===== config.mk =====
export PLATFORM = sky130hd
export DESIGN_NAME = ascii_to_seven_segment_stream_core
export DESIGN_NICKNAME = d
export VERILOG_FILES = /design/src/rtl/a2ss_pkg.sv /design/src/rtl/a2ss_ctrl.sv /design/src/rtl/a2ss_datapath.sv /design/src/rtl/ascii_to_seven_segment_stream_core.sv
export SDC_FILE = /design/constraint.sdc
export NUM_CORES = 1
export LEC_CHECK = 0
export BUFFER_PORTS_ARGS = -buffer_cell sky130_fd_sc_hd__buf_2
export CORE_MARGIN = 3
export CORE_UTILIZATION = 50
export CTS_CLUSTER_DIAMETER = 40
export DETAILED_ROUTE_END_ITERATION = 6
export PLACE_DENSITY = 0.69
export SYNTH_ARGS = -nofsm -noshare
export SYNTH_HDL_FRONTEND = slang
export SYNTH_SLANG_ARGS = --single-unit

===== constraint.sdc =====
create_clock -name clk -period 1.8 [get_ports clk]
set_input_delay 0.27 -clock clk [delete_from_list [all_inputs] [get_ports clk]]
set_output_delay 0.27 -clock clk [all_outputs]
set_load 0.01 [all_outputs]

===== src/rtl/a2ss_pkg.sv =====
`timescale 1ns / 1ps

package a2ss_pkg;

  localparam int DIGITS_DEFAULT = 6;
  localparam int CHAR_W         = 8;
  localparam int SEG_W          = 8;
  localparam int CNT_W          = 5;

  localparam logic [SEG_W-1:0] SG_A = 8'h01;
  localparam logic [SEG_W-1:0] SG_B = 8'h02;
  localparam logic [SEG_W-1:0] SG_C = 8'h04;
  localparam logic [SEG_W-1:0] SG_D = 8'h08;
  localparam logic [SEG_W-1:0] SG_E = 8'h10;
  localparam logic [SEG_W-1:0] SG_F = 8'h20;
  localparam logic [SEG_W-1:0] SG_G = 8'h40;
  localparam logic [SEG_W-1:0] SG_P = 8'h80;

  localparam logic [CHAR_W-1:0] DOT_CHAR   = 8'h2E;
  localparam logic [CHAR_W-1:0] BLANK_CHAR = 8'd32;

  typedef enum logic [1:0] {
    ST_IDLE,
    ST_CUR,
    ST_PAD
  } state_t;

  // Controller to datapath
  typedef struct packed {
    logic capture_cur;
    logic hold_load;
    logic emit_held;
    logic emit_cur;
    logic emit_pad;
    logic set_latch;
    logic clear_string;
  } cmd_t;

  // Datapath to controller
  typedef struct packed {
    logic out_free;
    logic held_emit;
    logic in_dot;
    logic sent_full;
    logic sent_near_full;
  } status_t;

  function automatic logic [SEG_W-1:0] seg_lookup(input logic [CHAR_W-1:0] ch);
    logic [SEG_W-1:0] seg;
    unique case (ch)
      8'd45:   seg = SG_G;
      8'd48:   seg = SG_A | SG_B | SG_C | SG_D | SG_E | SG_F;
      8'd49:   seg = SG_B | SG_C;
      8'd50:   seg = SG_A | SG_B | SG_G | SG_D | SG_E;
      8'd51:   seg = SG_A | SG_B | SG_C | SG_D | SG_G;
      8'd52:   seg = SG_F | SG_G | SG_B | SG_C;
      8'd53:   seg = SG_A | SG_F | SG_C | SG_D | SG_G;
      8'd54:   seg = SG_A | SG_F | SG_C | SG_D | SG_G | SG_E;
      8'd55:   seg = SG_A | SG_B | SG_C;
      8'd56:   seg = SG_A | SG_B | SG_C | SG_D | SG_E | SG_F | SG_G;
      8'd57:   seg = SG_A | SG_B | SG_C | SG_D | SG_F | SG_G;
      8'd58:   seg = SG_P;
      8'd69:   seg = SG_A | SG_D | SG_E | SG_F | SG_G;
      8'd83:   seg = SG_A | SG_C | SG_D | SG_F | SG_G;
      8'd99:   seg = SG_D | SG_E | SG_G;
      8'd100:  seg = SG_B | SG_C | SG_D | SG_E | SG_G;
      8'd114:  seg = SG_E | SG_G;
      8'd117:  seg = SG_C | SG_D | SG_E;
      default: seg = '0;
    endcase
    return seg;
  endfunction

endpackage


===== src/rtl/a2ss_ctrl.sv =====
`timescale 1ns / 1ps

module a2ss_ctrl
  import a2ss_pkg::*;
(
  input  logic    clk,
  input  logic    rst_n,
  input  logic    in_valid,
  input  logic    in_last_char,
  output logic    in_stall,
  input  status_t status,
  output cmd_t    cmd
);

  state_t state_r;
  state_t state_nxt;
  logic   accept;

  always_ff @(posedge clk) begin
    if (!rst_n) begin
      state_r <= ST_IDLE;
    end else begin
      state_r <= state_nxt;
    end
  end

  always_comb begin
    state_nxt = state_r;
    cmd       = '0;
    in_stall  = 1'b1;
    accept    = 1'b0;
    unique case (state_r)
      ST_IDLE: begin
        in_stall = !status.out_free;
        accept   = in_valid && status.out_free;
        if (accept) begin
          cmd.capture_cur = 1'b1;
          cmd.emit_held   = status.held_emit;
          if (!in_last_char) begin
            cmd.hold_load = 1'b1;
          end else if (!status.in_dot) begin
            state_nxt = ST_CUR;
          end else if (status.held_emit ? status.sent_near_full : status.sent_full) begin
            // held byte with its point is the final byte
            cmd.set_latch    = 1'b1;
            cmd.clear_string = 1'b1;
          end else begin
            state_nxt = ST_PAD;
          end
        end
      end
      ST_CUR: begin
        if (status.out_free) begin
          cmd.emit_cur = 1'b1;
          if (status.sent_near_full) begin
            cmd.set_latch    = 1'b1;
            cmd.clear_string = 1'b1;
            state_nxt        = ST_IDLE;
          end else begin
            state_nxt = ST_PAD;
          end
        end
      end
      ST_PAD: begin
        if (status.out_free) begin
          cmd.emit_pad = 1'b1;
          if (status.sent_near_full) begin
            cmd.set_latch    = 1'b1;
            cmd.clear_string = 1'b1;
            state_nxt        = ST_IDLE;
          end
        end
      end
      default: begin
        state_nxt = ST_IDLE;
      end
    endcase
  end

endmodule


===== src/rtl/a2ss_datapath.sv =====
`timescale 1ns / 1ps

module a2ss_datapath
  import a2ss_pkg::*;
#(
  parameter int DIGITS = DIGITS_DEFAULT
) (
  input  logic              clk,
  input  logic              rst_n,
  input  logic [CHAR_W-1:0] in_character,
  input  logic              out_stall,
  output logic              out_valid,
  output logic [SEG_W-1:0]  out_segments,
  output logic              out_latch,
  input  cmd_t              cmd,
  output status_t           status
);

  localparam logic [CNT_W-1:0] DIGITS_C    = CNT_W'(DIGITS);
  localparam logic [CNT_W-1:0] DIGITS_M1_C = CNT_W'(DIGITS - 1);

  logic [CHAR_W-1:0] held_char_r;
  logic [CHAR_W-1:0] held_char_nxt;
  logic              held_valid_r;
  logic              held_valid_nxt;
  logic [CNT_W-1:0]  sent_count_r;
  logic [CNT_W-1:0]  sent_count_nxt;
  logic [CHAR_W-1:0] cur_char_r;
  logic              out_valid_r;
  logic              out_valid_nxt;
  logic [SEG_W-1:0]  out_segments_r;
  logic              out_latch_r;
  logic [SEG_W-1:0]  emit_byte;
  logic              emit_any;
  logic              in_dot;

  assign in_dot   = (in_character == DOT_CHAR);
  assign emit_any = cmd.emit_held || cmd.emit_cur || cmd.emit_pad;

  assign status.out_free       = !out_valid_r || !out_stall;
  assign status.in_dot         = in_dot;
  assign status.held_emit      = held_valid_r && (in_dot || (held_char_r != DOT_CHAR));
  assign status.sent_full      = (sent_count_r >= DIGITS_C);
  assign status.sent_near_full = (sent_count_r >= DIGITS_M1_C);

  always_comb begin
    priority if (cmd.emit_held) begin
      emit_byte = seg_lookup(held_char_r) | (in_dot ? SG_P : '0);
    end else if (cmd.emit_cur) begin
      emit_byte = seg_lookup(cur_char_r);
    end else begin
      emit_byte = seg_lookup(BLANK_CHAR);
    end
  end

  always_comb begin
    held_char_nxt  = held_char_r;
    held_valid_nxt = held_valid_r;
    sent_count_nxt = sent_count_r;
    if (emit_any && (sent_count_r < DIGITS_C)) begin
      sent_count_nxt = sent_count_r + CNT_W'(1);
    end
    if (cmd.hold_load) begin
      held_char_nxt  = in_character;
      held_valid_nxt = 1'b1;
    end
    if (cmd.clear_string) begin
      held_char_nxt  = '0;
      held_valid_nxt = 1'b0;
      sent_count_nxt = '0;
    end
    out_valid_nxt = emit_any || (out_valid_r && out_stall);
  end

  always_ff @(posedge clk) begin
    if (!rst_n) begin
      held_char_r  <= '0;
      held_valid_r <= 1'b0;
      sent_count_r <= '0;
      out_valid_r  <= 1'b0;
    end else begin
      held_char_r  <= held_char_nxt;
      held_valid_r <= held_valid_nxt;
      sent_count_r <= sent_count_nxt;
      out_valid_r  <= out_valid_nxt;
    end
  end

  // payload registers: no reset
  always_ff @(posedge clk) begin
    if (cmd.capture_cur) begin
      cur_char_r <= in_character;
    end
    if (emit_any) begin
      out_segments_r <= emit_byte;
      out_latch_r    <= cmd.set_latch;
    end
  end

  assign out_valid    = out_valid_r;
  assign out_segments = out_segments_r;
  assign out_latch    = out_latch_r;

`ifndef ASSERT_OFF
  a_emit_exclusive: assert property (@(posedge clk) disable iff (!rst_n)
    $onehot0({cmd.emit_held, cmd.emit_cur, cmd.emit_pad}))
    else $error("more than one byte source selected");

  a_emit_needs_room: assert property (@(posedge clk) disable iff (!rst_n)
    emit_any |-> (!out_valid_r || !out_stall))
    else $error("byte emitted over a stalled output item");

  a_count_bound: assert property (@(posedge clk) disable iff (!rst_n)
    sent_count_r <= DIGITS_C)
    else $error("sent count beyond digit count");

  a_clear_string: assert property (@(posedge clk) disable iff (!rst_n)
    cmd.clear_string |=> (sent_count_r == '0) && !held_valid_r)
    else $error("string state not cleared after final byte");

  a_latch_with_emit: assert property (@(posedge clk) disable iff (!rst_n)
    cmd.set_latch |-> emit_any && cmd.clear_string)
    else $error("latch marked without a final byte");
`endif

endmodule


===== src/rtl/ascii_to_seven_segment_stream_core.sv =====
`timescale 1ns / 1ps

// ASCII to seven-segment stream encoder.
// Input channel (in_valid / in_stall): one ASCII character per item, with
//   in_last_char high on the final character of a string.
// Output channel (out_valid / out_stall): one segment byte per item, bit 0 is
//   segment a through bit 6 segment g, bit 7 the decimal point. out_latch is
//   high on the final byte of each string.
// One character is held back as lookahead so that a following '.' can merge
//   into its point bit; a byte therefore leaves when the next character is
//   taken and, being registered, shows on out_segments in the following cycle.
// Throughput: one character per cycle in the body of a string while the output
//   is free. On the final character the input stalls while the block emits
//   the final character's own byte (none for a point) and blank padding up to
//   DIGITS bytes, issued by the padding sequencer.
// Reset (rst_n low, synchronous) drops any held character, clears the byte
//   count and empties the output register.
// A stall on the output holds the output register; the input then stalls too.
module ascii_to_seven_segment_stream_core
  import a2ss_pkg::*;
#(
  parameter int DIGITS = DIGITS_DEFAULT
) (
  input  logic              clk,
  input  logic              rst_n,
  input  logic              in_valid,
  output logic              in_stall,
  input  logic [CHAR_W-1:0] in_character,
  input  logic              in_last_char,
  output logic              out_valid,
  input  logic              out_stall,
  output logic [SEG_W-1:0]  out_segments,
  output logic              out_latch
);

  cmd_t    cmd;
  status_t status;

  // Sequence each string: accept, emit the final byte, pad, latch
  a2ss_ctrl u_ctrl (
    .clk          (clk),
    .rst_n        (rst_n),
    .in_valid     (in_valid),
    .in_last_char (in_last_char),
    .in_stall     (in_stall),
    .status       (status),
    .cmd          (cmd)
  );

  // Hold the lookahead character, count bytes, drive the output register
  a2ss_datapath #(
    .DIGITS (DIGITS)
  ) u_datapath (
    .clk          (clk),
    .rst_n        (rst_n),
    .in_character (in_character),
    .out_stall    (out_stall),
    .out_valid    (out_valid),
    .out_segments (out_segments),
    .out_latch    (out_latch),
    .cmd          (cmd),
    .status       (status)
  );

endmodule


# Word-level counts from Yosys, hierarchy flattened

Index checks and enable logic that the tools add are counted.

Register bits after elaboration: 34
Input port bits: 13
Output and inout port bits: 11
Logic and storage cells: 108

Add/subtract/negate cells: 1
Magnitude comparators: 3
Equality and inequality tests: 46
Muxes and demuxes: 31
Bitwise operators: 2
Reductions and logical operators: 17

Operators with widths:

| operator                                                                            | count |
|---|---|
| 8-bit one-hot mux with 17 select lines                                              | 2 |
| 8-bit by 6-bit == test with 1-bit output, second input constant                     | 25 |
| 8-bit by 7-bit == test with 1-bit output, second input constant                     | 12 |
| 8-bit two-way mux                                                                   | 4 |
| 2-bit two-way mux                                                                   | 14 |
| 2-bit one-hot mux with 3 select lines                                               | 2 |
| 5-bit by 3-bit greater-or-equal comparator with 1-bit output, second input constant | 2 |
| 3-bit two-way mux                                                                   | 3 |
| 2-bit by 1-bit inequality test with 1-bit output, second input constant             | 4 |
| 8-bit by 6-bit inequality test with 1-bit output, second input constant             | 1 |
| 8-bit OR                                                                            | 1 |
| 1-bit two-way mux                                                                   | 6 |
| 6-bit AND reduction                                                                 | 1 |
| 2-bit OR reduction                                                                  | 3 |
| 5-bit by 1-bit adder with 5-bit output, second input constant                       | 1 |
| 1-bit logical OR                                                                    | 5 |
| 5-bit by 3-bit less-than comparator with 1-bit output, second input constant        | 1 |
| 1-bit logical AND                                                                   | 4 |
| 1-bit logical NOT                                                                   | 3 |
| 3-bit inequality test, second input constant                                        | 1 |
| 2-bit by 1-bit == test with 1-bit output, second input constant                     | 1 |
| 2-bit == test, second input constant                                                | 1 |
| 2-bit logical NOT                                                                   | 1 |
| 2-bit inequality test, second input constant                                        | 1 |
| 1-bit NOT                                                                           | 1 |

# Logic depth before layout (Yosys ltp)

Depth in word-level cells: 10
Depth in mapped cells: 8
Mapped depth without buffers: 7

# Modules after synthesis

From an unflattened synthesis, not the netlist that was laid out.

Cells, all modules: 280
Area total of the unflattened synthesis: 2404.8 sq um

By module, submodules not included:

| module        | times used | cells an instance | area an instance (sq um) | sequential area each (sq um) |
|---|---|---|---|---|
| a2ss_datapath | 1          | 250               | 2164.6                   | 810.8 |
| a2ss_ctrl     | 1          | 30                | 240.2                    | 40.0 |

# Least setup slack after synthesis

Ideal clock, no wire load.

Kind: reg-to-reg
From: register u_ctrl.state_r[0]
To: register u_datapath.out_latch_r, in the netlist u_datapath.out_latch (enable)
Arrival time: 1646 ps
Slack: -181 ps
Cell stages (with the launch flop): 7
Period minus slack after synthesis: 1981 ps
Cells stage by stage: dfxtp_1 buf_2 nor2_1 and3_1 clkbuf_1 o311ai_4 nand2_1

Word-level cells in the longest chain between the ends: 4

RTL lines:

| element                                                                              | RTL line            | text |
|---|---|---|
| start, declared                                                                      | a2ss_ctrl.sv:15     | `state_t state_r;` |
| start signal, assigned                                                               | a2ss_ctrl.sv:23     | `state_r <= state_nxt;` |
| 2-bit by 1-bit == test with 1-bit output / 2-bit logical NOT (equally long branches) | a2ss_ctrl.sv:32     | `unique case (state_r)` |
| 1-bit two-way mux / 3-bit two-way mux (equally long branches)                        | a2ss_ctrl.sv:32     |  |
| 1-bit logical OR                                                                     | a2ss_datapath.sv:38 | `assign emit_any = cmd.emit_held \|\| cmd.emit_cur \|\| cmd.emit_pad;` |
| 1-bit logical OR (*)                                                                 | a2ss_datapath.sv:38 |  |
| via u_datapath.emit_any                                                              | a2ss_datapath.sv:34 | `logic emit_any;` |
| end signal, assigned                                                                 | a2ss_datapath.sv:96 | `out_latch_r <= cmd.set_latch;` |
| end, declared                                                                        | a2ss_datapath.sv:32 | `logic out_latch_r;` |

Mark *: on every way through the listed nets, which the timed path passes. The rest lies on a longest branch.
A chain may end at the register's enable or synchronous reset.

# Worst setup path in the final report

From: register u_datapath.cur_char_r[4]
To: register u_datapath.out_segments_r[4], in the netlist u_datapath.out_segments[4] (data pin)

Word-level cells in the longest chain between the ends: 5

RTL lines:

| element                                                                                                     | RTL line            | text |
|---|---|---|
| start, declared                                                                                             | a2ss_datapath.sv:28 | `logic [CHAR_W-1:0] cur_char_r;` |
| start signal, assigned                                                                                      | a2ss_datapath.sv:92 | `cur_char_r <= in_character;` |
| 8-bit by 6-bit == test with 1-bit output / 8-bit by 7-bit == test with 1-bit output (equally long branches) | a2ss_pkg.sv:50      | `unique case (ch)` |
| 2-bit OR reduction (no source line)                                                                         | --                  |  |
| 8-bit one-hot mux with 17 select lines (*)                                                                  | a2ss_pkg.sv:50      |  |
| 8-bit two-way mux (*)                                                                                       | a2ss_datapath.sv:49 | `end else if (cmd.emit_cur) begin` |
| 8-bit two-way mux (*)                                                                                       | a2ss_datapath.sv:47 | `priority if (cmd.emit_held) begin` |
| via u_datapath.emit_byte[4]                                                                                 | a2ss_datapath.sv:33 | `logic [SEG_W-1:0] emit_byte;` |
| end signal, assigned                                                                                        | a2ss_datapath.sv:95 | `out_segments_r <= emit_byte;` |
| end, declared                                                                                               | a2ss_datapath.sv:31 | `logic [SEG_W-1:0] out_segments_r;` |

Marked as above.

==> flow_summary.toml <==
[synthesis]
syn_area_um2 = 2462
ys_warn_count = 0
synth_ff_type = "edfxtp_1"
synth-simple-area-share = 0.2815
synth_edf_count = 17
ys_types = 61
synth_compound_area_frac = 0.2378
async_reset_ff_frac = 0
ys_seq_area_frac = 0.3455
synth_top_family_by_area = "simple AND/OR/NAND/NOR gates"
synth_area_per_cell_um2 = 8.520
synth_fa_ha_area_frac = 0.01524
synth_fp_nets = 305
synth-seq-cells = 34
syn_inst = 289
synthXorXnorAreaFrac = 0.01778
synth.area.mux_share = 0.04472

[floorplan]
die_x_um = 76.18
ios = 24
chipHeight_um = 76.18
row_count = 24
start_util = 0.5395
core_area_um2 = 4564
dieArea_um2 = 5803

[sta]
setup_viol = 0
fin_crit_sh = 0.9934
finalCriticalPeriod_ns = 1.788
skew_ns = 0.01712
fmax_ghz = 0.5592
grt_setup_unrepaired = "yes"
max_slew.worst_pin.slew_ns = 0.4420
max_slew_margin = 0.7031
maxSlewViolCount = 0
hold_viol = 0
setup_slack_ns = 0.01185

[cells_and_area]
final_cell_mix = "buf_4 (51), nor2_1 (27), buf_2 (23)"
drive_above_1_share = 0.3211
antenna_cells = 0
final_nets = 370
utilization = 0.7061
syn2layout_area_growth_pct = 30.89
mostFrequentLayoutCell = "buf_4"
fin_cells = 420

[drt]
wl_per_cell_um = 15.89
vias = 2448
route.detailed.drc = 0
ant_nets = 0
via_per_inst = 5.829
drt_wl_total_um = 6672
drt_iter0_drc = 218
firstDrtPassIters = 5

[worst_setup_path]
cp.arrival_ns = 1.80
cp_max_fo = 4
crit_type = "register to register"
crit_path_start_kind = "register"
worstPathRequired_ns = 1.81
endpoint_kind = "register"

[clocking]
clock_path_buffers = 2
clock_latency_ns = 0.30
clock-sinks = 34
cts_tree = "done"
h-tree-depth = 2
cts_hold_repair.buffers = 0
numCtsBuffers = 5
root_buffer = "clkbuf_8"
clkTransAtPathRegs_ns = 0.07

[global_route]
grt_pass1_wl_um = 10530
grt_usage = 0.2202
grt_max_degree = 17
first_global_vias = 2213
antenna_found_initial = 0
gr-total-overflow = 0

[power]
leakage_nw = 1.276
power-per-cell-area_nw_per_um2 = 716.0
vdd_drop_max_uv = 582.1

[placed_design]
pre_cts_ws_ns = -0.09100
gp_congestion = 0.9475
dpl.cell_count = 402
dp_hpwl_um = 4788
portBuffers = 23

[hold_path]
hp-class = "input port to register"

[run]
cap_violations = 0

[status]
status = "complete, no violations"
repair_timing:
action,CTS,global route
buffers inserted,3,7
resized for setup,1,22
endpoints found under the setup margin,4,28
pin swaps,0,8
final cells by class:
cell class | instances | area, um^2
inverters | 14 | 52.55
multi-input cells | 221 | 1543
well taps | 65 | 81.33
clock buffers | 6 | 93.84
repair buffers | 78 | 560.5
flip-flops and latches | 34 | 853.3
clock inverters | 2 | 38.79
fillers | 372 | 1341
synthesized netlist by cell type (all sizes together) (3+ instances only):
cell type,count,share of area
nor2,29,0.044
a21oi,21,0.043
nand2,19,0.029
dfxtp,17,0.14
edfxtp,17,0.21
clkbuf,14,0.021
inv,14,0.021
nor2b,13,0.033
o21ai,13,0.028
nand2b,12,0.030
mux2i,11,0.045
o22ai,9,0.023
nor3,8,0.016
a31oi,6,0.015
buf,6,0.015
nand3,5,0.010
nor4,5,0.019
nand4bb,4,0.025
o211ai,4,0.012
a211oi,3,0.0091
and3,3,0.0076
ha,3,0.015
nand4,3,0.0076
nor3b,3,0.0091
nor4bb,3,0.012
o32ai,3,0.011
xnor2,3,0.011
power breakdown:
group	switching, mW	total (mW)	internal, mW	leakage (nW)
logic	0.313	0.582	0.269	0.904
clock network	0.306	0.805	0.499	0.0665
registers	0.0446	0.921	0.877	0.305
registers in the layout, indices dropped and copies added (netlist names):
signal,count
u_datapath.out_segments,8
u_datapath.sent_count_r,5
u_datapath.held_char_r,8
u_ctrl.state_r,2
u_datapath.out_latch,1
u_datapath.out_valid,1
u_datapath.held_valid_r,1
u_datapath.cur_char_r,8
per-layer routing:
layer	part of all wire	GRT usage
met2	0.44	0.3298
met4	0.040	0.1123
met1	0.47	0.3033
met3	0.048	0.04019
met5	0	0
kinds of logic after synthesis:
kind of cell / Yosys count
AO/OA/AOI/OAI: 83
XOR/XNOR: 5
adder cells (fa/ha/maj): 3
buffers and inverters: 34
flip-flops: 34
multiplexers: 11
AND/OR/NAND/NOR: 119
per-stage QoR:
stage	setup TNS, ns	hold WS, ns	total power [mW]	instance area (um^2)
floorplan	0	0.3689	1.248	2464
global placement	0	0.4307	1.454	2933
detailed placement	-0.4174	0.4320	1.460	2933
CTS	0	0.1752	2.265	3092
global route	-0.1643	0.1816	2.407	3223
finish	0	0.1898	2.308	3223
critical path, cell delays in order (launching register included):
cell and delay [ns]:
edfxtp_1 0.44, buf_4 0.17, buf_6 0.12, nand4bb_1 0.19, nor2_2 0.08, a22o_1 0.20
a21oi_1 0.19, o2bb2ai_1 0.13
path summary, 6_finish.rpt:
check,from,cells past startpoint,endpoint,slack [ns]
worst min register to register,u_datapath.sent_count_r[4]$_SDFFE_PP0P_,2,u_datapath.sent_count_r[4]$_SDFFE_PP0P_,0.44
worst max register to register,u_datapath.cur_char_r[4]$_DFFE_PP_,7,u_datapath.out_segments[4]$_DFFE_PP_,0.01
worst max-delay path,u_datapath.cur_char_r[4]$_DFFE_PP_,7,u_datapath.out_segments[4]$_DFFE_PP_,0.01
worst min-delay path,in_character[2],1,u_datapath.cur_char_r[2]$_DFFE_PP_,0.19
Note: power is estimated with default switching activity, not from simulation.
